**config.mk**
```make
export PLATFORM = sky130hd
export DESIGN_NAME = peak_envelope_decimator_flat
export DESIGN_NICKNAME = d
export VERILOG_FILES = /design/src/ped_pkg.sv /design/src/ped_stream_if.sv /design/src/ped_peak_track.sv /design/src/ped_bucket_track.sv /design/src/peak_envelope_decimator.sv /design/src/flat_wrapper.sv
export SDC_FILE = /design/constraint.sdc
export NUM_CORES = 1
export LEC_CHECK = 0
export ABC_AREA = 1
export BUFFER_PORTS_ARGS = -buffer_cell sky130_fd_sc_hd__buf_2
export CAP_MARGIN = 0
export CORE_MARGIN = 8
export CORE_UTILIZATION = 55
export CTS_CLUSTER_SIZE = 40
export DETAILED_ROUTE_END_ITERATION = 16
export PLACE_DENSITY = 0.74
export SLEW_MARGIN = 30
export SYNTH_ARGS = -nofsm -noshare
export SYNTH_HDL_FRONTEND = slang
export SYNTH_SLANG_ARGS = --single-unit
```
**constraint.sdc**
```tcl
create_clock -name clk -period 7.1 [get_ports clk]
set_clock_uncertainty 0.2 [all_clocks]
set_input_delay 0 -clock clk [delete_from_list [all_inputs] [get_ports clk]]
set_output_delay 0 -clock clk [all_outputs]
set_load 0.005 [all_outputs]
```
**src/ped_pkg.sv**
```systemverilog
// Shared types and constants of the peak envelope decimator.
`default_nettype none
package ped_pkg;

	// Default number of buckets a waveform is split into.
	localparam int PEAK_BUCKETS_DEF = 32768;

	// Configuration register indexes.
	localparam int CFG_INDEX_W = 8;
	localparam logic [CFG_INDEX_W-1:0] REG_TOTAL_SAMPLES = 8'd0;
	localparam logic [CFG_INDEX_W-1:0] REG_CHANNELS      = 8'd1;

	// One stereo sample frame, Q1.15 per channel.
	typedef struct packed {
		logic signed [15:0] sample_left;
		logic signed [15:0] sample_right;
	} ped_in_t;

	// One completed bucket.
	typedef struct packed {
		logic [15:0]        bucket_number;
		logic [14:0]        left_max;
		logic signed [15:0] left_min;
		logic [14:0]        right_max;
		logic signed [15:0] right_min;
		logic               final_bucket;
	} ped_out_t;

	// One configuration register write.
	typedef struct packed {
		logic [CFG_INDEX_W-1:0] index;
		logic [31:0]            data;
	} ped_cfg_t;

	// Write of the waveform length into the bucket tracker.
	typedef struct packed {
		logic        wr;
		logic [31:0] value;
	} ped_len_wr_t;

	// Status of the bucket tracker for the frame now being processed.
	typedef struct packed {
		logic        close;
		logic        last;
		logic [15:0] bucket;
	} ped_bkt_status_t;

	// Control of one channel's running peak tracker.
	typedef struct packed {
		logic upd;
		logic flush;
		logic clear;
	} ped_peak_ctl_t;

endpackage
`default_nettype wire

```
**src/ped_stream_if.sv**
```systemverilog
// Valid/ready channel interface used by the sample, result and configuration ports.
`default_nettype none
interface ped_stream_if #(
	parameter type payload_t = logic
) ();
	logic     valid;
	logic     ready;
	payload_t payload;

	modport source (output valid, output payload, input ready);
	modport sink (input valid, input payload, output ready);
endinterface
`default_nettype wire

```
**src/ped_peak_track.sv**
```systemverilog
// Running maximum and minimum of one audio channel within the current bucket.
`default_nettype none
module ped_peak_track import ped_pkg::*; (
	input  wire logic               clk,
	input  wire logic               arst_n,
	input  wire ped_peak_ctl_t      ctl,
	input  wire logic signed [15:0] sample,
	output logic [14:0]             max_nxt,
	output logic signed [15:0]      min_nxt
);

	logic [14:0]        max_q;
	logic signed [15:0] min_q;

	// Peaks including the current sample; the maximum never drops below zero.
	always_comb begin
		max_nxt = max_q;
		min_nxt = min_q;
		if (ctl.upd) begin
			if (sample > $signed({1'b0, max_q})) begin
				max_nxt = sample[14:0];
			end
			if (sample < min_q) begin
				min_nxt = sample;
			end
		end
	end

	// Peaks restart at zero when a bucket closes or the length is rewritten.
	always_ff @(posedge clk or negedge arst_n) begin
		if (!arst_n) begin
			max_q <= '0;
			min_q <= '0;
		end else if (ctl.clear || ctl.flush) begin
			max_q <= '0;
			min_q <= '0;
		end else begin
			max_q <= max_nxt;
			min_q <= min_nxt;
		end
	end

endmodule
`default_nettype wire

```
**src/ped_bucket_track.sv**
```systemverilog
// Frame counter and remainder accumulator that find where each bucket ends.
`default_nettype none
module ped_bucket_track import ped_pkg::*; #(
	parameter int PEAK_BUCKETS = PEAK_BUCKETS_DEF
) (
	input  wire logic            clk,
	input  wire logic            arst_n,
	input  wire logic            step,
	input  wire ped_len_wr_t     len_wr,
	output ped_bkt_status_t      status
);

	localparam int BW = $clog2(PEAK_BUCKETS + 1);

	logic [31:0]   total_q;
	logic [31:0]   total_m1_q;
	logic [BW-1:0] buckets_q;
	logic [31:0]   fc_q;
	logic [15:0]   bucket_q;
	logic [31:0]   rem_q;

	logic [31:0]   total_eff;
	logic [32:0]   next_rem;
	logic          last;
	logic          close;

	// A length of zero acts as one.
	assign total_eff = (len_wr.value == '0) ? 32'd1 : len_wr.value;

	// The bucket closes when the accumulator reaches or passes the length or the waveform ends.
	assign next_rem = 33'(rem_q) + 33'(buckets_q);
	assign last     = fc_q >= total_m1_q;
	assign close    = last || (next_rem >= 33'(total_q));

	assign status.close  = close;
	assign status.last   = last;
	assign status.bucket = bucket_q;

	// Length registers, precomputed at write time.
	always_ff @(posedge clk or negedge arst_n) begin
		if (!arst_n) begin
			total_q    <= 32'd1;
			total_m1_q <= '0;
			buckets_q  <= BW'(1);
		end else if (len_wr.wr) begin
			total_q    <= total_eff;
			total_m1_q <= total_eff - 32'd1;
			buckets_q  <= (33'(total_eff) < 33'(PEAK_BUCKETS)) ? BW'(total_eff)
				: BW'(PEAK_BUCKETS);
		end
	end

	// Frame and bucket counters.
	always_ff @(posedge clk or negedge arst_n) begin
		if (!arst_n) begin
			fc_q     <= '0;
			bucket_q <= '0;
			rem_q    <= '0;
		end else if (len_wr.wr) begin
			fc_q     <= '0;
			bucket_q <= '0;
			rem_q    <= '0;
		end else if (step) begin
			if (!close) begin
				rem_q <= next_rem[31:0];
				fc_q  <= fc_q + 32'd1;
			end else if (last) begin
				fc_q     <= '0;
				bucket_q <= '0;
				rem_q    <= '0;
			end else begin
				rem_q    <= 32'(next_rem - 33'(total_q));
				fc_q     <= fc_q + 32'd1;
				bucket_q <= bucket_q + 16'd1;
			end
		end
	end

`ifndef NO_ASSERTIONS
	// The accumulator always holds a remainder modulo the length.
	a_rem_below_total: assert property (@(posedge clk) disable iff (!arst_n)
		rem_q < total_q)
		else $error("bucket remainder reached the waveform length");

	// The final frame returns all counters to zero.
	a_last_clears: assert property (@(posedge clk) disable iff (!arst_n)
		step && last && !len_wr.wr |=> fc_q == '0 && bucket_q == '0 && rem_q == '0)
		else $error("counters not cleared after the final frame");
`endif

endmodule
`default_nettype wire

```
**src/peak_envelope_decimator.sv**
```systemverilog
// Peak envelope decimator: min/max per bucket of a mono or stereo Q1.15 stream.
// A frame that closes a bucket is held in the input register, then its result in
// the result register. The throughput loop is the bucket accumulator add and compare.
// Throughput: one frame per cycle while the result register is free or being emptied.
// Reset: length one, mono, counters and running peaks at zero, no result pending.
`default_nettype none
module peak_envelope_decimator import ped_pkg::*; #(
	parameter int PEAK_BUCKETS = PEAK_BUCKETS_DEF
) (
	input  wire logic      clk,
	input  wire logic      arst_n,
	ped_stream_if.sink     samples,
	ped_stream_if.source   peaks,
	ped_stream_if.sink     cfg
);

	logic            valid_s1;
	ped_in_t         smp_s1;
	logic            res_valid_q;
	ped_out_t        res_q;
	logic            stereo_q;
	logic            adv;
	logic            cfg_wr;
	ped_len_wr_t     len_wr;
	ped_bkt_status_t bst;
	ped_peak_ctl_t   ctl_left;
	ped_peak_ctl_t   ctl_right;
	logic [14:0]     left_max;
	logic signed [15:0] left_min;
	logic [14:0]     right_max;
	logic signed [15:0] right_min;

	// The registered frame moves on when the result register is free or being emptied.
	assign adv           = valid_s1 && (!res_valid_q || peaks.ready);
	assign samples.ready = !valid_s1 || adv;

	// Configuration transactions are always taken.
	assign cfg.ready    = 1'b1;
	assign cfg_wr       = cfg.valid;
	assign len_wr.wr    = cfg_wr && (cfg.payload.index == REG_TOTAL_SAMPLES);
	assign len_wr.value = cfg.payload.data;

	always_ff @(posedge clk or negedge arst_n) begin
		if (!arst_n) begin
			stereo_q <= 1'b0;
		end else if (cfg_wr && (cfg.payload.index == REG_CHANNELS)) begin
			stereo_q <= cfg.payload.data[1];
		end
	end

	// Input register.
	always_ff @(posedge clk or negedge arst_n) begin
		if (!arst_n) begin
			valid_s1 <= 1'b0;
		end else if (samples.valid && samples.ready) begin
			valid_s1 <= 1'b1;
		end else if (adv) begin
			valid_s1 <= 1'b0;
		end
	end

	always_ff @(posedge clk) begin
		if (samples.valid && samples.ready) begin
			smp_s1 <= samples.payload;
		end
	end

	ped_bucket_track #(
		.PEAK_BUCKETS(PEAK_BUCKETS)
	) u_bucket (
		.clk    (clk),
		.arst_n (arst_n),
		.step   (adv),
		.len_wr (len_wr),
		.status (bst)
	);

	// Peak trackers; the right channel is frozen while mono.
	assign ctl_left.upd    = adv;
	assign ctl_left.flush  = adv && bst.close;
	assign ctl_left.clear  = len_wr.wr;
	assign ctl_right.upd   = adv && stereo_q;
	assign ctl_right.flush = adv && bst.close;
	assign ctl_right.clear = len_wr.wr;

	ped_peak_track u_left (
		.clk     (clk),
		.arst_n  (arst_n),
		.ctl     (ctl_left),
		.sample  (smp_s1.sample_left),
		.max_nxt (left_max),
		.min_nxt (left_min)
	);

	ped_peak_track u_right (
		.clk     (clk),
		.arst_n  (arst_n),
		.ctl     (ctl_right),
		.sample  (smp_s1.sample_right),
		.max_nxt (right_max),
		.min_nxt (right_min)
	);

	// Result register.
	always_ff @(posedge clk or negedge arst_n) begin
		if (!arst_n) begin
			res_valid_q <= 1'b0;
		end else if (adv) begin
			res_valid_q <= bst.close;
		end else if (peaks.ready) begin
			res_valid_q <= 1'b0;
		end
	end

	always_ff @(posedge clk) begin
		if (adv && bst.close) begin
			res_q.bucket_number <= bst.bucket;
			res_q.left_max      <= left_max;
			res_q.left_min      <= left_min;
			res_q.right_max     <= stereo_q ? right_max : '0;
			res_q.right_min     <= stereo_q ? right_min : '0;
			res_q.final_bucket  <= bst.last;
		end
	end

	assign peaks.valid   = res_valid_q;
	assign peaks.payload = res_q;

`ifndef NO_ASSERTIONS
	// A frame that does not close its bucket leaves no result behind.
	a_no_spurious_result: assert property (@(posedge clk) disable iff (!arst_n)
		adv && !bst.close |=> !res_valid_q)
		else $error("result produced by a frame inside a bucket");

	// An accepted frame is held in the input register on the next cycle.
	a_frame_registered: assert property (@(posedge clk) disable iff (!arst_n)
		samples.valid && samples.ready |=> valid_s1)
		else $error("accepted frame lost before processing");

	// A closing frame always shows its result on the next cycle.
	a_close_emits: assert property (@(posedge clk) disable iff (!arst_n)
		adv && bst.close |=> res_valid_q)
		else $error("closed bucket not emitted");

	// Minima never rise above zero.
	a_min_nonpositive: assert property (@(posedge clk) disable iff (!arst_n)
		res_valid_q |-> (res_q.left_min[15] || res_q.left_min == '0)
			&& (res_q.right_min[15] || res_q.right_min == '0))
		else $error("bucket minimum above zero");
`endif

endmodule
`default_nettype wire

```
**src/flat_wrapper.sv**
```systemverilog
// flat-port wrapper written by rule: the top's interface ports become plain ports
module peak_envelope_decimator_flat import ped_pkg::*;
#(
	parameter int PEAK_BUCKETS = PEAK_BUCKETS_DEF
)
  (clk, arst_n, samples_valid, samples_payload, samples_ready, peaks_valid, peaks_payload, peaks_ready, cfg_valid, cfg_payload, cfg_ready);
  ped_stream_if #(.payload_t(ped_in_t)) samples_i ();
  ped_stream_if #(.payload_t(ped_out_t)) peaks_i ();
  ped_stream_if #(.payload_t(ped_cfg_t)) cfg_i ();
  input  wire logic clk;
  input  wire logic arst_n;
  input wire logic [$bits(samples_i.valid)-1:0] samples_valid;
  input wire logic [$bits(samples_i.payload)-1:0] samples_payload;
  output wire logic [$bits(samples_i.ready)-1:0] samples_ready;
  output wire logic [$bits(peaks_i.valid)-1:0] peaks_valid;
  output wire logic [$bits(peaks_i.payload)-1:0] peaks_payload;
  input wire logic [$bits(peaks_i.ready)-1:0] peaks_ready;
  input wire logic [$bits(cfg_i.valid)-1:0] cfg_valid;
  input wire logic [$bits(cfg_i.payload)-1:0] cfg_payload;
  output wire logic [$bits(cfg_i.ready)-1:0] cfg_ready;
  assign samples_i.valid = samples_valid;
  assign samples_i.payload = samples_payload;
  assign samples_ready = samples_i.ready;
  assign peaks_valid = peaks_i.valid;
  assign peaks_payload = peaks_i.payload;
  assign peaks_i.ready = peaks_ready;
  assign cfg_i.valid = cfg_valid;
  assign cfg_i.payload = cfg_payload;
  assign cfg_ready = cfg_i.ready;
  peak_envelope_decimator #(.PEAK_BUCKETS(PEAK_BUCKETS)) u_core (.clk(clk), .arst_n(arst_n), .samples(samples_i), .peaks(peaks_i), .cfg(cfg_i));
endmodule
```
# Yosys cells after proc, flatten, opt, wreduce, memory -nomap -nowiden
# Index checks and enable logic that the tools add are counted.
[op_classes]
reduce_logical = 19
muxes = 30
magnitude_cmp = 7
eq_ne = 1
n_addsub = 5
[ops]
columns = ["cell", "n"]
rows = [
  ["$mux W32", 9],
  ["$mux W16", 11],
  ["$mux W15", 6],
  ["$add A32 B16 Y33", 1],
  ["$ge A33 B32 Y1", 1],
  ["$add A32 B1 Y32 const B", 1],
  ["$ge A32 B32 Y1", 1],
  ["$gt A16 B16 Y1", 2],
  ["$logic_not A32 Y1", 1],
  ["$lt A16 B16 Y1", 2],
  ["$lt A32 B16 Y1 const B", 1],
  ["$sub A32 B1 Y32 const B", 1],
  ["$sub A32 B32 Y32", 1],
  ["$add A16 B1 Y16 const B", 1],
  ["$eq A8 B1 Y1 const B", 1],
  ["$logic_not A8 Y1", 1],
  ["$reduce_bool A2 Y1", 4],
  ["$logic_and A1 B1 Y1", 6],
  ["$logic_or A1 B1 Y1", 4],
  ["$mux W1", 4],
  ["$logic_not A1 Y1", 2],
  ["$reduce_and A2 Y1", 1],
]
[totals]
output_inout_bits = 82
input_bits = 77
reg_bits = 336
word_cells = 83

# Longest topological paths before layout
# Gate-level depths: netlist (run 1).
[logic_depth]
depth_word = 6
mapped_depth = 30
ltp_nobuf = 30

# Cells and area by module
# Synthesis (run 1) repeated with hierarchy kept, for this count alone.
[hier_totals]
hier_cells = 2966
hier_area_um2 = 22435.3
[by_module_without_submodules]
columns = ["mod", "seq_area_each_um2", "cells_per_inst", "n_inst", "area_per_inst_um2"]
rows = [
  ["ped_bucket_track", 4006.3, 2060, 1, 13402.9],
  ["ped_peak_track", 775.7, 346, 2, 2598.7],
  ["peak_envelope_decimator", 3408.3, 214, 1, 3834.9],
]

# Worst setup path before layout (run 1)
# Ideal clock, no wire load.
[synth_path]
path_type = "register -> register"
startpoint = "reg u_core.u_bucket.buckets_q[0]"
endpoint = "reg u_core.res_q, in the netlist u_core.peaks.payload[0] (enable)"
required_ns = 6.467
path_stages_with_launch = 28
synth_period_minus_slack_ns = 5.734
slack_ns = 1.366
path_buffers = 1
t_arrival_ns = 5.101
setup_ns = 0.433
cell_sequence = "dfstp_2 ha_1 inv_1 fa_1 inv_1 nand3_1 nand2_2 nand2_1 nand2_2 nand2_1 nand2_2 nand3_1 xor2_1 inv_1 ha_1 nand2_1 nor2_1 nand2_1 nor2_1 nand2_1 nand3_1 inv_1 nor2_4 nor2_8 nand2_4 nand2_4 buf_2 inv_1"
[synth_rtl]
columns = ["item", "line", "text"]
rows = [
  ["start: declaration", "ped_bucket_track.sv:17", "logic [BW-1:0] buckets_q;"],
  ["start signal: assignment", "ped_bucket_track.sv:48", "buckets_q <= (33'(total_eff) < 33'(PEAK_BUCKETS)) ? BW'(total_eff)"],
  ["end: declaration", "peak_envelope_decimator.sv:20", "ped_out_t res_q;"],
]

# Final worst setup path (run 1)
[layout_path]
startpoint = "reg u_core.u_bucket.buckets_q[0]"
endpoint = "reg u_core.u_right.max_q[1]"
[layout_via]
elab_chain_len = 6
[layout_rtl]
columns = ["item", "line", "text"]
rows = [
  ["$add A32 B16 Y33", "ped_bucket_track.sv:31", "assign next_rem = 33'(rem_q) + 33'(buckets_q);"],
  ["$ge A33 B32 Y1", "ped_bucket_track.sv:33", "assign close = last || (next_rem >= 33'(total_q));"],
  ["$logic_or A1 B1 Y1", "ped_bucket_track.sv:33", ""],
  ["$logic_and A1 B1 Y1", "peak_envelope_decimator.sv:83", "assign ctl_right.flush = adv && bst.close;"],
  ["$logic_or A1 B1 Y1", "ped_peak_track.sv:34", "end else if (ctl.clear || ctl.flush) begin"],
  ["$mux W15", "ped_peak_track.sv:34", ""],
  ["end signal: assignment", "ped_peak_track.sv:38", "max_q <= max_nxt;"],
  ["end: declaration", "ped_peak_track.sv:12", "logic [14:0] max_q;"],
]
# Every way passes these cells.
# A chain may end at the register's enable or synchronous reset.

==> reports/qor.csv, run 1 <==
stage,metric,value,unit
timing,period utilisation layout,0.780,
cts,Clock Sinks,336,
cts,Clock Pin Slew Worst Setup and Hold Paths,60,ps
power_and_ir_drop,worst-case vdd ir drop,0.297,mV
setup_path,CP max FO,62,
synthesis,Synth warnings,0,
placed_design,placed insts,3372,
global_routing,first-pass GRT wire length,101000,um
synthesis,post-synth top area share,0.267,
finish,nets,3259,
min_path,Hold Crit Depth,2,
setup_path,CP endpoint,u_core.u_right.max_q[1],
run_status,status,finished clean,
min_path,worst hold path type,input port to flop,
detailed_routing,DRC errors left,0,
floorplanning,Die Y,211,um
global_routing,vias in the first global route,19100,
run,max_cap viols,0,
global_routing,initial antenna violation count,0,
setup_path,Slowest cell on crit path,dfstp_2,
cts,root buf cell,clkbuf_16,
placed_design,Post-DP Area,22200,um^2
floorplanning,Ports,159,
power_and_ir_drop,Pleak,12.5,nW
synthesis,xor/xnor share of the synthesized area,0.0339,
synthesis,cell taking the most area after synthesis,dfrtp_1,
global_routing,grt total ovfl,0,
placed_design,I/O Buffers,157,
synthesis,complex-gate fraction of the synthesized area,0.0757,
synthesis,main combinational cell family by area after synthesis,simple AND/OR/NAND/NOR gates,
placed_design,GP Congestion,1.02,
global_routing,GRT Total Usage,0.283,
setup_path,Crit. End Element,flop,
synthesis,most numerous cell in the Yosys netlist,nand2_1,
timing,crit path time final,5540,ps
setup_path,Critical Path Stages,27,
synthesis,post-synthesis cell type count,49,
timing,Max-slew headroom,0.420,
synthesis,synth top area cells,"dfrtp_1, edfxtp_1, nand2_1",
setup_path,WP data required,7370,ps
cts,H-tree depth,2,
detailed_routing,Vias,19600,
setup_path,CP top delay family,simple AND/OR/NAND/NOR gates,
setup_path,CP Buf/Inv Count,4,
cts,postcts setup bufs,0,
finish,Fillers,3170,
timing,Least-Margin Pin Slew,869,ps
cts,CTS Buf Count,38,
floorplanning,full die area,44500,um^2
detailed_routing,via/cell ratio,5.47,
setup_path,"Arr. time, crit path",5810,ps
setup_path,reg2reg path depth,27,
synthesis,Synth Flop Type,dfrtp_1,
cts,CTS tree,done,
floorplanning,row count,71,
cts,worst skew pair latency,560,ps
power_and_ir_drop,Cell Pwr Density,373,nW/um^2
synthesis,mux share of post-synthesis cell area,0,
finish,fin area,24800,um^2
floorplanning,initial core utilization,0.557,
synthesis,Mapped Area,20900,um^2
placed_design,Final HPWL DP,45600,um
setup_path,worst setup path start,u_core.u_bucket.buckets_q[0],
timing,Final Hold Viols,0,
synthesis,Post-synth ARST share,0.670,
setup_path,FF-to-FF Start,u_core.u_bucket.buckets_q[0],
detailed_routing,ANT nets after route,0,
detailed_routing,overall routed net length,63800,um
finish,share of cells above drive strength 1,0.0874,
synthesis,Yosys reg bits,336,
finish,Multi-input gate area,9980,um^2
synthesis,sequential element share of the synthesized area,0.429,
synthesis,leading post-synthesis cells by instance count,"nand2_1, inv_1, nor2_1",
timing,setup TNS,0,ps
synthesis,Adder-Cell Fraction of Synth Area,0.0875,
finish,Storage cell area,8970,um^2
finish,"Cell Count, Final, Fillers Out",3579,
timing,Setup-failing EPs final,0,
setup_path,Most common cell on crit path,nand2_1,
synthesis,Mapped Cells,2756,
synthesis,syn_area_per_cell,7.59,um^2
timing,Max Fclk,181,MHz
detailed_routing,first-pass detailed-route iteration total,9,
timing,RSZ-0062 raised after global routing,no,
floorplanning,Die W,211,um
detailed_routing,Starting DRT DRC Count,1554,
setup_path,r2r setup slk,1560,ps
synthesis,post-synthesis simple-gate area fraction,0.279,
setup_path,critical path type,flop to flop,
setup_path,startpoint types,flop,
cts,hold_buf cts,135,
floorplanning,Core Region,37600,um^2
cts,Bufs on Longest Clock Path,3,
setup_path,Worst path max stage delay,530,ps
timing,pins over their slew limit,0,
detailed_routing,DR WL/cell,17.8,um
synthesis,"EDFF count, synth",111,
cts,post-CTS sizing,0,
synthesis,syn_nets,2978,
global_routing,largest net degree at the start of global routing,156,
finish,Synth-to-Final Area Change,18.6,%
setup_path,worst flop-to-flop path endpoint,u_core.u_right.max_q[1],
per-layer routing:
layer,track usage,vias to the layer above,routed length (um)
met4,0.123,0,2590
met2,0.461,837,29400
met5,0,-,0
met3,0.0380,146,4590
li1,-,9416,-
met1,0.376,9174,27200
metrics by stage:
| stage | hold slack [ps] | utilization | setup slack, ps | total power, W |
|---|---|---|---|---|
| global route | 6.25 | 0.660 | 1220 | 0.00989 |
| finish | 18.9 | 0.660 | 1560 | 0.00925 |
| CTS | 4.46 | 0.659 | 1480 | 0.00919 |
| floorplan | -496 | - | 1370 | 0.00587 |
| global placement | -216 | 0.590 | 1610 | 0.00711 |
| detailed placement | -212 | 0.590 | 1490 | 0.00718 |
state kept, by name, summed over array words and instances (netlist names):
register	cells
u_core.u_right.max_q	15
u_core.u_bucket.total_m1_q	32
u_core.u_left.min_q	16
u_core.valid_s1	1
u_core.u_bucket.fc_q	32
u_core.u_left.max_q	15
u_core.u_bucket.rem_q	32
u_core.peaks.payload	79
u_core.u_bucket.bucket_q	16
u_core.u_bucket.buckets_q	16
u_core.u_bucket.total_q	32
u_core.u_right.min_q	16
u_core.stereo_q	1
u_core.peaks.valid	1
u_core.smp_s1	32
cell families after synthesis:
logic type      count (synthesis)
other cells                     1
flops                         336
simple gates                 1383
fa+ha+maj                     145
buf+inv                       516
xor+xnor                       81
compound gates                294
worst register-to-register path, stage by stage, from the launching register on:
cell,delay (ps)
dfstp_2,530
ha_1,160
inv_1,70
fa_1,400
inv_1,70
nand3_1,70
nand2_2,130
a21oi_1,110
o21ai_0,440
nand3_1,210
nand2_1,110
nand2_1,50
nand2_1,80
inv_1,60
ha_1,320
nand2_1,100
inv_1,70
nand2_1,80
nor3_1,60
nand2_1,80
nand3_1,90
nor2_2,190
nand2_4,120
nor2_8,490
nand2_4,180
nand2_4,250
nand2_4,440
nor2_1,290
cell type report:
type | instances | share of cell area
Multi-Input combinational cell | 1904 | 0.403
Tap cell | 511 | 0.0258
Clock buffer | 50 | 0.0435
Sequential cell | 336 | 0.362
Timing Repair Buffer | 303 | 0.0919
Inverter | 454 | 0.0688
Antenna cell | 1 | 0.000101
Clock inverter | 20 | 0.00575
power by group:
group / total, W / internal [W] / switching, W
Sequential: 0.00289 / 0.00258 / 0.000303
Combinational: 0.00445 / 0.00148 / 0.00297
Clock: 0.00191 / 0.00108 / 0.000830
Total: 0.00925 / 0.00514 / 0.00410
worst min-delay path by stage:
stage,slack (ps),start,end
global route,6,samples_payload[16],u_core.smp_s1[16]
floorplan,-500,arst_n,u_core.peaks.valid
CTS,4,samples_payload[16],u_core.smp_s1[16]
detailed placement,-210,arst_n,u_core.u_right.max_q[5]
finish,20,samples_payload[16],u_core.smp_s1[16]
global placement,-220,arst_n,u_core.u_right.max_q[5]
cell usage in the layout (no fill, tap or decap), types with 6 or more instances in the layout:
| master | netlist | routed |
|---|---|---|
| a21oi_1 | 104 | 104 |
| a31oi_1 | 9 | 9 |
| buf_2 | 6 | 157 |
| buf_4 | 1 | 8 |
| clkbuf_1 | 40 | 6 |
| clkbuf_16 | 0 | 40 |
| clkinv_2 | 0 | 12 |
| dfrtp_1 | 223 | 223 |
| dlygate4sd3_1 | 0 | 133 |
| edfxtp_1 | 111 | 111 |
| ha_1 | 143 | 143 |
| inv_1 | 450 | 448 |
| nand2_1 | 718 | 717 |
| nand3_1 | 250 | 249 |
| nand3b_1 | 14 | 14 |
| nand4_1 | 29 | 29 |
| nor2_1 | 295 | 293 |
| nor3_1 | 41 | 41 |
| nor4_1 | 10 | 10 |
| o21ai_0 | 134 | 134 |
| o21bai_1 | 8 | 8 |
| o22ai_1 | 16 | 16 |
| xnor2_1 | 19 | 19 |
| xor2_1 | 62 | 62 |
No activity file was read; power rests on OpenSTA's default activity.
==> run 2: changes to the inputs <==
--- a/config.mk
+++ b/config.mk
@@ -12,7 +12,7 @@
 export CORE_UTILIZATION = 55
 export CTS_CLUSTER_SIZE = 40
 export DETAILED_ROUTE_END_ITERATION = 16
-export PLACE_DENSITY = 0.74
+export PLACE_DENSITY = 0.77
 export SLEW_MARGIN = 30
 export SYNTH_ARGS = -nofsm -noshare
 export SYNTH_HDL_FRONTEND = slang
==> constraint.sdc (replaced) <==
create_clock -name clk -period 4.95 [get_ports clk]
set_clock_uncertainty 0.2 [all_clocks]
set_input_delay 0 -clock clk [delete_from_list [all_inputs] [get_ports clk]]
set_output_delay 0 -clock clk [all_outputs]
set_load 0.005 [all_outputs]
==> run 2 against run 1 <==
Via count rose by 0.99%. Global-route usage is 0.24 points lower. Hold slack better by 16 ps. Combinational power rose by 51%. Fmax up 19%. Worst setup slack lost 1300 ps. Sequential power grew 43%. Utilization rose by 1.2 points. Final cell count grew 0.45%. Non-clock buffer count up 18. Wire length down 0.91%. Critical path depth unchanged.
==> reports/qor.csv, run 2 (same netlist as run 1, synthesis figures left out) <==
stage,metric,value,unit
finish,"Cell Count, Final, Fillers Out",3595,
floorplanning,row count,71,
setup_path,WP data required,5200,ps
placed_design,GP Congestion,0.979,
setup_path,CP top delay family,simple AND/OR/NAND/NOR gates,
detailed_routing,Vias,19800,
finish,max reg flops,79,
floorplanning,Die W,211,um
timing,smallest hold slack,35.2,ps
floorplanning,Die Y,211,um
placed_design,I/O Buffers,157,
cts,CTS Buf Count,38,
power_and_ir_drop,total power,0.0137,W
finish,Synth-to-Final Area Change,20.8,%
run_status,status,finished clean,
detailed_routing,DR WL/cell,17.6,um
global_routing,largest net degree at the start of global routing,95,
global_routing,GRT Total Usage,0.281,
timing,Setup-failing EPs final,0,
cts,Bufs on Longest Clock Path,3,
finish,share of cells above drive strength 1,0.101,
floorplanning,Core Region,37600,um^2
run,max_cap viols,0,
min_path,Hold Crit Depth,6,
cts,CTS tree,done,
detailed_routing,first-pass detailed-route iteration total,8,
setup_path,Worst path max stage delay,530,ps
cts,root buf cell,clkbuf_16,
setup_path,reg2reg path depth,27,
setup_path,r2r setup slk,310,ps
timing,Final Hold Viols,0,
cts,H-tree depth,2,
timing,pins over their slew limit,0,
finish,antenna diode count,0,
placed_design,placed insts,3385,
setup_path,CP Buf/Inv Count,7,
global_routing,initial antenna violation count,0,
min_path,worst hold path type,input port to flop,
floorplanning,initial core utilization,0.557,
min_path,Hold Startpoint,cfg_payload[33],
floorplanning,full die area,44500,um^2
detailed_routing,via/cell ratio,5.50,
setup_path,startpoint types,flop,
placed_design,Final HPWL DP,44600,um
global_routing,grt total ovfl,0,
cts,worst skew pair latency,570,ps
power_and_ir_drop,Pleak,12.7,nW
setup_path,Crit. End Element,flop,
global_routing,vias in the first global route,19500,
timing,period utilisation layout,0.937,
setup_path,worst flop-to-flop path endpoint,u_core.u_left.min_q[11],
timing,RSZ-0062 raised after global routing,no,
global_routing,first-pass GRT wire length,101000,um
detailed_routing,ANT nets after route,0,
min_path,hold worst-path end,u_core.u_bucket.total_m1_q[4],
setup_path,FF-to-FF Start,u_core.u_bucket.buckets_q[0],
setup_path,CP max FO,31,
timing,Max-slew headroom,0.402,
timing,crit path time final,4640,ps
detailed_routing,overall routed net length,63200,um
timing,Least-Margin Pin Slew,897,ps
floorplanning,Ports,159,
detailed_routing,DRC errors left,0,
power_and_ir_drop,worst-case vdd ir drop,0.459,mV
timing,setup TNS,0,ps
setup_path,critical path type,flop to flop,
finish,most frequent cells in the layout,"nand2_1, inv_1, nor2_1",
timing,Max Fclk,216,MHz
finish,most common library cell in the layout ignoring fill and taps,nand2_1,
cts,Clock Sinks,336,
cts,Clock Pin Slew Worst Setup and Hold Paths,60,ps
finish,nets,3277,
setup_path,Slowest cell on crit path,dfstp_2,
detailed_routing,Starting DRT DRC Count,1655,
power_and_ir_drop,Cell Pwr Density,543,nW/um^2
setup_path,"Arr. time, crit path",4880,ps
==> run 2: final cells by class <==
type	instances	area, um^2
fill	3050	12300
multi-input combinational	1904	10200
sequential	336	8970
timing repair buffer	321	2470
inverter	454	1710
clock buffer	57	1140
tap	511	639
clock inverter	12	133
==> run 2: metal layers <==
metal,wire length [um],global-route usage,vias to the layer above
met1,25600,0.357,9301
li1,-,-,9444
met4,2310,0.104,0
met2,30200,0.474,873
met3,5190,0.0509,149
met5,0,0,-
==> run 2: worst register-to-register path, cell delays in order, from the launching register on <==
cell       delay, ps
dfstp_2          530
ha_2             190
inv_2             50
fa_2             350
inv_1             70
nand3_1           80
nand2_2          110
a21oi_1          100
o21ai_1          270
nand3_1          210
nand2_1          110
nand2_1           50
nand2_1          100
inv_1             80
ha_4             290
inv_1             70
o21ai_0          320
a21oi_2          130
inv_1             80
nand3_2           90
nand2_4          140
nor2_8            50
nand2_4          120
nand2_4           70
buf_4            230
nand2_4          120
clkbuf_16        240
nor2_1            80
==> run 2: power breakdown <==
part	internal [W]	leakage, nW	switching, W
logic	0.00236	8.08	0.00433
registers	0.00370	3.95	0.000424
clock network	0.00171	0.636	0.00118
==> run 2: metrics by stage <==
step           setup slack [ps]  area, um^2   util
2_1_floorplan              4.51       21100      -
3_3_place_gp                331       22500  0.599
3_5_place_dp                206       22500  0.599
4_1_cts                     200       25200  0.670
5_1_grt                    3.71       25300  0.672
6_report                    311       25300  0.672
==> run 2: timing repair <==
item | in CTS | in global routing
setup buffers | 0 | 5
hold buffers | 135 | 0
hold endpoints to repair | 311 | 0
resized for setup | 0 | 6
setup endpoints to repair | 0 | 139
==> run 2: worst max path at each step <==
stage                                            start                        to  slack (ps)  cells past startpoint
after floorplan           u_core.u_bucket.buckets_q[0]   u_core.peaks.payload[0]           5                     27
after global placement    u_core.u_bucket.buckets_q[0]   u_core.u_right.max_q[8]         330                     29
after detailed placement  u_core.u_bucket.buckets_q[0]    u_core.u_left.max_q[1]         210                     29
after CTS                 u_core.u_bucket.buckets_q[0]  u_core.u_right.max_q[14]         200                     29
after global routing      u_core.u_bucket.buckets_q[0]  u_core.u_right.min_q[14]           4                     29
final                     u_core.u_bucket.buckets_q[0]   u_core.u_left.min_q[11]         310                     27
